## src/rtl/mmad_pkg.sv

```systemverilog
// ----------------------------------------------------------------------------
// mmad_pkg
// Shared constants, codes and interface types of the min/max/average
// downsampler.
// ----------------------------------------------------------------------------
package mmad_pkg;

    // Default parameter values.
    localparam int LEVEL_NUM_DEF  = 4;
    localparam int RING_DEPTH_DEF = 256;
    localparam int SERIES_NUM_DEF = 4;

    // Field widths.
    localparam int TIME_W  = 40;
    localparam int COUNT_W = 24;
    localparam int VAL_W   = 16;
    localparam int STAT_W  = 3 * VAL_W;
    localparam int FILL_W  = 9;
    localparam int FAC_W   = 8;

    // Largest gap in seconds that keeps the pending aggregates.
    localparam logic [TIME_W-1:0] GAP_LIMIT = TIME_W'(2);
    localparam logic [COUNT_W-1:0] COUNT_MAX = '1;

    // Register reset values.
    localparam logic [TIME_W-1:0] EPOCH_RST = TIME_W'(1700000000);
    localparam logic [FAC_W-1:0]  FAC1_RST  = FAC_W'(60);
    localparam logic [FAC_W-1:0]  FAC2_RST  = FAC_W'(60);
    localparam logic [FAC_W-1:0]  FAC3_RST  = FAC_W'(24);

    // Register indexes on the configuration port.
    localparam logic [1:0] REG_EPOCH = 2'd0;
    localparam logic [1:0] REG_FAC1  = 2'd1;
    localparam logic [1:0] REG_FAC2  = 2'd2;
    localparam logic [1:0] REG_FAC3  = 2'd3;

    // Command codes.
    localparam logic [1:0] CMD_ADD   = 2'd0;
    localparam logic [1:0] CMD_READ  = 2'd1;
    localparam logic [1:0] CMD_CLEAR = 2'd2;

    // Status codes.
    localparam logic [1:0] ST_ADD_OK  = 2'd0;
    localparam logic [1:0] ST_ADD_REJ = 2'd1;
    localparam logic [1:0] ST_RD_OK   = 2'd2;
    localparam logic [1:0] ST_RD_OOR  = 2'd3;

    // Divider sizes: dividend is a rounded weighted sum magnitude, the
    // divisor a summed count, the quotient a Q17.0 integer magnitude.
    localparam int DIVD_W = 42;
    localparam int DEN_W  = COUNT_W + 1;
    localparam int QUO_W  = 17;

    typedef struct packed {
        logic              start;
        logic [DIVD_W-1:0] dividend;
        logic [DEN_W-1:0]  divisor;
    } t_div_req;

    typedef struct packed {
        logic             done;
        logic [QUO_W-1:0] quotient;
    } t_div_rsp;

endpackage

```

## src/rtl/mmad_div.sv

```systemverilog
// ----------------------------------------------------------------------------
// mmad_div
// Restoring divider, one quotient bit per cycle.
// ----------------------------------------------------------------------------
module mmad_div (
    input  logic                i_clk,
    input  logic                i_rst_n,
    input  mmad_pkg::t_div_req  i_req,
    output mmad_pkg::t_div_rsp  o_rsp
);
    import mmad_pkg::*;

    localparam int CNT_W = $clog2(QUO_W + 1);

    logic               r_busy;
    logic               r_done;
    logic [CNT_W-1:0]   r_cnt;
    logic [DEN_W-1:0]   r_rem;
    logic [DEN_W-1:0]   r_den;
    logic [QUO_W-1:0]   r_low;
    logic [QUO_W-1:0]   r_quo;
    logic [DEN_W:0]     trial;
    logic               fits;

    // Trial subtraction of the next step.
    assign trial = {r_rem, r_low[QUO_W-1]};
    assign fits  = (trial >= {1'b0, r_den});

    always_ff @(posedge i_clk) begin
        if (!i_rst_n) begin
            r_busy <= 1'b0;
            r_done <= 1'b0;
            r_cnt  <= '0;
        end else begin
            r_done <= 1'b0;
            if (i_req.start) begin
                r_busy <= 1'b1;
                r_cnt  <= CNT_W'(QUO_W);
            end else if (r_busy) begin
                r_cnt <= r_cnt - 1'b1;
                if (r_cnt == CNT_W'(1)) begin
                    r_busy <= 1'b0;
                    r_done <= 1'b1;
                end
            end
        end
    end

    // Datapath: remainder, dividend bits and quotient shift.
    always_ff @(posedge i_clk) begin
        if (i_req.start) begin
            r_rem <= i_req.dividend[DIVD_W-1:QUO_W];
            r_low <= i_req.dividend[QUO_W-1:0];
            r_den <= i_req.divisor;
            r_quo <= '0;
        end else if (r_busy) begin
            r_rem <= fits ? DEN_W'(trial - {1'b0, r_den}) : DEN_W'(trial);
            r_low <= {r_low[QUO_W-2:0], 1'b0};
            r_quo <= {r_quo[QUO_W-2:0], fits};
        end
    end

    assign o_rsp.done     = r_done;
    assign o_rsp.quotient = r_quo;

endmodule

```

## config.mk

```make
export PLATFORM = sky130hd
export DESIGN_NAME = mmad_div
export DESIGN_NICKNAME = d
export VERILOG_FILES = /design/src/rtl/mmad_pkg.sv /design/src/rtl/mmad_div.sv
export SDC_FILE = /design/constraint.sdc
export NUM_CORES = 1
export LEC_CHECK = 0
export ABC_AREA = 1
export BUFFER_PORTS_ARGS = -buffer_cell sky130_fd_sc_hd__clkbuf_2
export CAP_MARGIN = 30
export CORE_ASPECT_RATIO = 1.25
export CORE_MARGIN = 1
export CORE_UTILIZATION = 58
export DETAILED_ROUTE_END_ITERATION = 16
export HOLD_SLACK_MARGIN = 0.12
export PLACE_DENSITY_LB_ADDON = 0.1
export REMOVE_ABC_BUFFERS = 1
export SLEW_MARGIN = 10
export SYNTH_ARGS = -nofsm -noshare
export SYNTH_HDL_FRONTEND = slang
export SYNTH_SLANG_ARGS = --single-unit
```

## constraint.sdc

```tcl
create_clock -name i_clk -period 7.2 [get_ports i_clk]
set_clock_uncertainty 0.05 [all_clocks]
set_input_delay 0.36 -clock i_clk [delete_from_list [all_inputs] [get_ports i_clk]]
set_output_delay 0.36 -clock i_clk [all_outputs]
set_load 0.03 [all_outputs]
```

Yosys cells after proc, flatten, opt, wreduce, memory -nomap -nowiden
Index checks and enable logic that the tools add are counted.
Widths: inputs -> output; s select.
{"block": "classes", "addsub": 2, "mul": 0, "div_mod_pow": 0, "order_cmp": 1, "n_eq_ne": 1, "n_shift": 0, "n_mux": 11, "n_bitwise": 2, "reduce_logical": 3}
{"op": "$mux 25", "count": 3}
{"op": "$mux 17", "count": 2}
{"op": "$ge 26x25->1", "count": 1}
{"op": "$sub 25x25->25", "count": 1}
{"op": "$mux 5", "count": 2}
{"op": "$eq 5x1->1 const B", "count": 1}
{"op": "$sub 5x1->5 const B", "count": 1}
{"op": "$mux 1", "count": 4}
{"op": "$reduce_or 3->1", "count": 1}
{"op": "$not 1->1", "count": 2}
{"op": "$reduce_bool 2->1", "count": 1}
{"op": "$reduce_or 2->1", "count": 1}
{"block": "word_totals", "ff_bits": 91, "latch_bits": 0, "ramBits": 0, "mem_bits_ro": 0, "inputBits": 70, "out_inout_bits": 18, "wordCells": 28, "n_memories": 0}

Logic depth before layout (Yosys ltp)
Gate-level depths: netlist (run 1).
{"block": "depth", "depth_word": 4, "mapped_depth": 15, "depth_no_buf": 15}

Worst setup path before layout (run 1)
OpenSTA, ideal clock, no wires.
{"block": "synth_timing", "path_kind": "input-to-reg", "from": "in i_req[67] (netlist name)", "to": "reg r_low[0], enable pin", "setup_ns": 0.423, "t_arrival_ns": 2.152, "t_required_ns": 6.727, "setup_slack_ns": 4.575, "cell_stages": 4, "n_path_buf": 2, "cell_sequence": "clkbuf_1 > nor2_1 > clkinv_1 > clkbuf_1"}
{"block": "synth_via", "elab_chain_len": 1}
{"element": "start, declared", "line_no": "mmad_div.sv:8", "rtl": "input mmad_pkg::t_div_req i_req,"}
{"element": "$reduce_bool 2->1 (no source line)"}
{"element": "end signal, assigned", "line_no": "mmad_div.sv:53", "rtl": "r_low <= i_req.dividend[QUO_W-1:0];"}
{"element": "end signal, assigned", "line_no": "mmad_div.sv:58", "rtl": "r_low <= {r_low[QUO_W-2:0], 1'b0};"}
{"element": "end, declared", "line_no": "mmad_div.sv:20", "rtl": "logic [QUO_W-1:0] r_low;"}
Every way passes these cells.
A chain may end at the register's enable or synchronous reset.

Worst setup path in the final report (run 1)
{"block": "layout_timing", "from": "reg r_rem[16]", "to": "reg r_rem[22], data pin"}
{"block": "layout_via", "elab_chain_len": 4, "elab_cells_between_ends": 5, "cone_classes": "1 x add/sub; 1 x order compare; 3 x mux"}
{"element": "start, declared", "line_no": "mmad_div.sv:18", "rtl": "logic [DEN_W-1:0] r_rem;"}
{"element": "start signal, assigned", "line_no": "mmad_div.sv:52", "rtl": "r_rem <= i_req.dividend[DIVD_W-1:QUO_W];"}
{"element": "start signal, assigned", "line_no": "mmad_div.sv:57", "rtl": "r_rem <= fits ? DEN_W'(trial - {1'b0, r_den}) : DEN_W'(trial);"}
{"element": "$sub 25x25->25 or $ge 26x25->1 (tied branches)", "line_no": "mmad_div.sv:57, mmad_div.sv:27"}
{"element": "$mux 25 (*)", "line_no": "mmad_div.sv:57"}
{"element": "$mux 25 (*)", "line_no": "mmad_div.sv:56", "rtl": "end else if (r_busy) begin"}
{"element": "$mux 25 (*)", "line_no": "mmad_div.sv:51", "rtl": "if (i_req.start) begin"}
Every way passes the cells marked *; elsewhere a longest branch is shown, timed or not. The select of a mux whose other input is x is not followed.

==> results of run 1 <==
[state kept, by name (all words and copies together), names as in the netlist]
signal,cells
r_quo,17
r_done,1
r_rem,25
r_busy,1
r_low,17
r_den,25
r_cnt,5
[cells in the mapped netlist]
cell | n | area [um2]
buf_2 | 7 | 35.0
nand3b_1 | 4 | 30.0
a21oi_4 | 1 | 16.3
dfxtp_1 | 24 | 480
and3_1 | 1 | 6.26
o21ai_0 | 5 | 25.0
nor2_2 | 3 | 18.8
nand2_1 | 316 | 1190
nor3_2 | 2 | 20.0
nand3_1 | 48 | 240
nand4_1 | 33 | 206
ha_1 | 27 | 338
a211oi_1 | 1 | 7.51
xnor2_1 | 10 | 87.6
nand2_2 | 1 | 6.26
a21oi_1 | 14 | 70.1
nor2_1 | 36 | 135
o22ai_1 | 14 | 87.6
o211ai_1 | 1 | 7.51
clkinv_1 | 1 | 3.75
inv_1 | 166 | 623
nand3_4 | 2 | 35.0
fa_1 | 1 | 20.0
buf_4 | 1 | 7.51
o21a_1 | 2 | 15.0
buf_1 | 2 | 7.51
xor2_1 | 2 | 17.5
buf_6 | 2 | 22.5
edfxtp_1 | 67 | 2010
and2_1 | 2 | 12.5
nor3_1 | 3 | 15.0
clkbuf_1 | 10 | 37.5
[logic make-up (layout without fill, tap and decap cells)]
| kind of cell | Yosys count | in the layout | share of synthesized area [%] |
|---|---|---|---|
| AO/OA/AOI/OAI | 38 | 38 | 3.93 |
| AND/OR/NAND/NOR | 451 | 451 | 32.8 |
| flip-flops | 91 | 91 | 42.7 |
| XOR/XNOR | 12 | 12 | 1.80 |
| buffers and inverters | 189 | 273 | 12.6 |
| adder cells (fa/ha/maj) | 28 | 28 | 6.13 |
[worst max-delay path by stage]
| stage | cells after the start | startpoint | to |
|---|---|---|---|
| 3_5_place_dp | 12 | r_rem[16] | r_rem[22] |
| 4_1_cts | 12 | r_rem[16] | r_rem[11] |
| 6_report | 12 | r_rem[16] | r_rem[22] |
| 5_1_grt | 10 | r_rem[19] | r_rem[15] |
| 2_1_floorplan | 12 | r_rem[11] | r_rem[17] |
| 3_3_place_gp | 12 | r_rem[16] | r_rem[21] |
[layer usage]
| metal | global-route usage [%] | up-vias | wire (um) |
|---|---|---|---|
| li1 | - | 2696 | - |
| met1 | 33.4 | 2322 | 5970 |
| met2 | 49.1 | 150 | 6840 |
| met3 | 3.85 | 34 | 630 |
| met4 | 14.9 | 0 | 496 |
| met5 | 0 | - | 0 |
[layout make-up]
type | instances | share of cell area (%)
timing repair buffer | 90 | 6.88
inverter | 167 | 9.42
sequential | 91 | 37.5
clock buffer | 11 | 4.14
clock inverter | 5 | 0.583
tap | 126 | 2.37
multi-input combinational | 529 | 39.1
[stage by stage]
stage	power (uW)	area (um2)	instances	util [%]	hold WS (ns)
floorplan	1150	5720	787	-	0.409
global placement	1310	6340	1003	65.3	0.396
detailed placement	1320	6340	1003	65.3	0.404
CTS	1820	6650	1019	68.5	0.128
global route	1930	6650	1019	68.5	0.131
finish	1810	6650	1019	68.5	0.136
[worst reg2reg max path: cells and delay by family (launching register included)]
family                     cells  cell delay, ns
AOI/OAI and AO/OA              1            0.65
DFF                            1            0.39
and+or+nand+nor                8            1.30
adders and majority gates      1            0.39
buffers and inverters          2            0.10
[power breakdown]
group / internal [uW] / switching, uW / leakage (uW)
sequential: 637 / 28.8 / 0.000867
clock: 280 / 215 / 0.000160
combinational: 228 / 425 / 0.00255
total: 1140 / 669 / 0.00357
==> flow_metrics.py, run 1 <==
metrics = {
    "place": {
        "dp_slack_ns": 4.22,
        "gp_congestion": 0.951,
        "dp_hpwl_um": 10300,
        "port_buffers": 87,
    },
    "yosys": {
        "ys_ff_latch": 91,
        "synth.avg_cell_area_um2": 7.21,
        "synth_warnings": 0,
        "syn_inst": 809,
        "syn_area_mm2": 0.00583,
        "seq_area_frac_synth_pct": 42.7,
        "synth.distinct_cells": 32,
    },
    "worst_setup_path": {
        "path_cells": "ha_1 -> nand2_1 -> inv_1 -> nand2_1 -> nand2_1 -> inv_1 -> nand2_1 -> a21oi_4 -> nand3_4 -> nand2_1 -> nand3_1 -> nand2_1",
        "crit_type": "flip-flop to flip-flop",
        "rr_worst_depth": 12,
        "r2r-start": "r_rem[16]",
        "worstPathMaxFanout": 26,
        "critical-path-top-delay-family": "simple AND/OR/NAND/NOR gates",
        "cp-end-kind": "flip-flop",
        "r2r-end": "r_rem[22]",
        "r2r_slack_ns": 4.19,
        "max_stage_delay_ns": 0.65,
        "cp_data_arrival_time_ns": 3.17,
        "cp_common_cell": "nand2_1",
        "startpoint_type": "flip-flop",
        "cp.required_ns": 7.37,
        "crit_buf_inv": 2,
        "critPathSlowestCell": "a21oi_4",
    },
    "clock_network": {
        "cts_resized": 0,
        "clock-sinks": 91,
        "root_buffer": "clkbuf_16",
        "post_cts_buffers": 0,
        "cts_tree": "yes",
        "clk_latency_ns": 0.34,
        "htreeDepth": 3,
        "clk_pin_slew_ns": 0.07,
        "hold_buffers": 0,
        "cts_buffer_depth": 2,
        "cts_made_buffers": 9,
    },
    "detailed_routing": {
        "vias_per_cell": 5.11,
        "drt_iter0_drc": 276,
        "first_pass_iters": 5,
        "drcViolationCount": 0,
        "wirelength_um": 13900,
        "vias": 5202,
        "routedWlPerCell_um": 13.7,
        "drtAntennaViolNets": 0,
    },
    "global_routing": {
        "grt_max_degree": 71,
        "antenna_found_initial": 0,
        "grt_pass1_vias": 4982,
        "grt_use_total_pct": 28.0,
        "grt_pass1_wl_um": 22700,
        "overflow": 0,
    },
    "timing": {
        "finalMaxSlewViolations": 0,
        "timing.final.crit_period_ns": 3.01,
        "tightestPinTransition_ns": 0.793,
        "setup_tns_ns": 0,
        "min_period_over_period_pct": 41.7,
        "finalHoldViolations": 0,
        "rsz0062_at_grt": "false",
        "max_slew_margin_pct": 47.0,
        "setup_viol": 0,
        "clock.fmax_ghz": 0.333,
        "worst_slack_ns": 4.19,
    },
    "layout": {
        "layout_common_cells": "nand2_1 (316), inv_1 (167), clkbuf_2 (87), edfxtp_1 (67), nand3_1 (48)",
        "final_nets": 986,
        "multi_input_area_mm2": 0.00260,
        "diodes": 0,
        "fill_cells": 884,
        "final_common_cell": "nand2_1",
        "drive_gt1_share_pct": 12.9,
        "areaGrowthSynthToFinish_pct": 14.0,
        "regArea_mm2": 0.00249,
    },
    "pwr": {
        "peakVddDrop_mv": 0.177,
        "cellPowerDensity_mw_per_mm2": 273,
        "leakagePower_uw": 0.00357,
    },
    "die": {
        "die_area_mm2": 0.0105,
        "std_cell_rows": 40,
        "core-area_mm2": 0.00971,
        "io-pin-count": 88,
        "chipWidth_um": 91.7,
        "die_h_um": 114,
        "start_util_pct": 60.1,
    },
    "status": {
        "outcome": "finished clean",
    },
    "min_path": {
        "hold_path_startpoint": "i_req[21]",
        "hp-class": "primary input to flip-flop",
        "hold_depth": 1,
        "min_to": "r_den[21]",
    },
    "run": {
        "maxCapViolCount": 0,
    },
}
No activity file was read; power rests on OpenSTA's default activity.
==> run 2, diff against run 1 <==
--- a/config.mk
+++ b/config.mk
@@ -10,7 +10,7 @@
 export CAP_MARGIN = 30
 export CORE_ASPECT_RATIO = 1.25
 export CORE_MARGIN = 1
-export CORE_UTILIZATION = 58
+export CORE_UTILIZATION = 52
 export DETAILED_ROUTE_END_ITERATION = 16
 export HOLD_SLACK_MARGIN = 0.12
 export PLACE_DENSITY_LB_ADDON = 0.1
==> constraint.sdc (replaced) <==
create_clock -name i_clk -period 2.57 [get_ports i_clk]
set_clock_uncertainty 0.05 [all_clocks]
set_input_delay 0.1285 -clock i_clk [delete_from_list [all_inputs] [get_ports i_clk]]
set_output_delay 0.1285 -clock i_clk [all_outputs]
set_load 0.03 [all_outputs]
==> run 2 against run 1 <==
Compared with the run above: hold slack improved by 0.29 ns; sequential power increased to 2.8 times the previous value; power increased to 2.9 times the previous value; worst setup slack got worse by 4.0 ns; fmax increased by 26%; register-to-register slack got worse by 4.0 ns; critical path type unchanged; critical endpoint is now r_rem[20].
==> flow_metrics.py, run 2 (synthesis results as in run 1) <==
metrics = {
    "clock_network": {
        "cts_tree": "yes",
        "cts_buffer_depth": 2,
        "root_buffer": "clkbuf_16",
        "clk_pin_slew_ns": 0.08,
        "cts_made_buffers": 9,
        "htreeDepth": 3,
        "clock-sinks": 91,
        "clk_latency_ns": 0.35,
    },
    "global_routing": {
        "overflow": 0,
        "grt_pass1_wl_um": 25200,
        "grt_pass1_vias": 5565,
        "grt_use_total_pct": 27.2,
        "grt_max_degree": 37,
        "antenna_found_initial": 0,
    },
    "die": {
        "die_area_mm2": 0.0116,
        "chipWidth_um": 96.7,
        "io-pin-count": 88,
        "die_h_um": 120,
        "std_cell_rows": 42,
        "core-area_mm2": 0.0108,
        "start_util_pct": 54.1,
    },
    "pwr": {
        "p_sw_uw": 1940,
        "comb_power_share_pct": 38.5,
        "p_int_uw": 3240,
        "cellPowerDensity_mw_per_mm2": 692,
        "clockPowerShare_pct": 25.5,
        "leakagePower_uw": 0.00394,
        "netSwitchingFraction_pct": 37.5,
        "power_frac_seq_pct": 36.0,
        "peakVddDrop_mv": 0.414,
    },
    "timing": {
        "max_slew_margin_pct": 62.6,
        "clock.fmax_ghz": 0.418,
        "setup_tns_ns": 0,
        "setup_viol": 0,
        "finalMaxSlewViolations": 0,
        "tightestPinTransition_ns": 0.560,
        "min_period_over_period_pct": 93.1,
        "worst_slack_ns": 0.177,
        "finalHoldViolations": 0,
        "timing.final.crit_period_ns": 2.39,
        "rsz0062_at_grt": "false",
    },
    "detailed_routing": {
        "drcViolationCount": 0,
        "drtAntennaViolNets": 0,
        "routedWlPerCell_um": 13.7,
        "first_pass_iters": 4,
        "vias": 5557,
        "wirelength_um": 15200,
        "drt_iter0_drc": 270,
        "vias_per_cell": 5.01,
    },
    "layout": {
        "stdcell_area_mm2": 0.00749,
        "drive_gt1_share_pct": 13.6,
        "largestRegisters": "r_den x25, r_rem x25",
        "final_common_cell": "nand2_1",
        "areaGrowthSynthToFinish_pct": 28.4,
        "diodes": 0,
        "fin_cells": 1110,
        "layout_common_cells": "nand2_1 (316), inv_1 (166), clkbuf_2 (87), dlygate4sd3_1 (69), edfxtp_1 (67)",
        "final_nets": 1071,
        "fill_cells": 913,
    },
    "worst_setup_path": {
        "startpoint_type": "flip-flop",
        "cp.required_ns": 2.63,
        "crit_start": "r_rem[14]",
        "crit_type": "flip-flop to flip-flop",
        "worstPathMaxFanout": 10,
        "cp_data_arrival_time_ns": 2.46,
        "cp-end-kind": "flip-flop",
        "r2r-start": "r_rem[14]",
    },
    "min_path": {
        "hp-class": "flip-flop to flip-flop",
        "hold_path_startpoint": "r_quo[16]",
    },
    "place": {
        "dp_slack_ns": 0.138,
        "gp_congestion": 0.959,
        "port_buffers": 87,
        "dpl.cell_count": 1023,
        "dp_hpwl_um": 11100,
        "place_area_mm2": 0.00648,
    },
    "status": {
        "outcome": "finished clean",
    },
    "run": {
        "maxCapViolCount": 0,
    },
}
run 2: cell count changes in the layout (fill, tap and decap cells not counted), moves of 2 or more:
cell,delta
dlygate4sd3_1,+69
buf_12,+2
buf_4,+13
clkbuf_16,-2
run 2: routing by layer:
layer / vias up / GRT usage, % / wire [um]
met5: - / 0 / 0
met4: 0 / 12.3 / 457
met3: 33 / 2.95 / 510
met2: 134 / 50.0 / 7770
met1: 2526 / 31.8 / 6440
li1: 2864 / - / -
run 2: repair_timing:
action	CTS	global route
resized for setup	0	3
hold buffers	69	0
setup endpoints to repair	0	22
setup buffers	0	2
hold endpoints to repair	74	0
run 2: path summary, 6_finish.rpt:
kind	to	slack, ns	cells after the start
max	r_rem[20]	0.18	11
min	r_quo[16]	0.43	2
max reg2reg	r_rem[20]	0.18	11
min reg2reg	r_quo[16]	0.43	2
run 2: power by group through the flow:
stage                     sequential [uW]  clock [uW]  combinational (uW)
after global routing                 1880        1380                2270
after CTS                            1870        1360                1970
after detailed placement             1900           0                1880
final                                1860        1320                2000
after global placement               1890           0                1860
after floorplan                      1880           0                1340
run 2: layout make-up:
type / count / area [um2] / area share, %
multi-input combinational: 529 / 2610 / 34.9
sequential: 91 / 2490 / 33.3
timing repair buffer: 175 / 1300 / 17.3
inverter: 167 / 627 / 8.37
clock buffer: 9 / 225 / 3.01
tap: 132 / 165 / 2.21
clock inverter: 7 / 70.1 / 0.936
run 2: worst max-delay path, stage by stage, from the launching register on:
cell and delay (ns):
edfxtp_1 0.39, ha_1 0.39, nand2_1 0.14, nor2_1 0.18
nand2_1 0.17, nor2_4 0.20, nand3_4 0.12, nand3_4 0.12
buf_4 0.19, nand2_1 0.08, nand3_1 0.07, nand2_1 0.05
run 2: metrics by stage:
step / hold slack (ns) / total power (uW) / utilization (%)
floorplan: 0.177 / 3220 / -
global placement: 0.255 / 3750 / 60.1
detailed placement: 0.258 / 3780 / 60.1
CTS: 0.425 / 5190 / 69.3
global route: 0.445 / 5540 / 69.5
finish: 0.427 / 5180 / 69.5
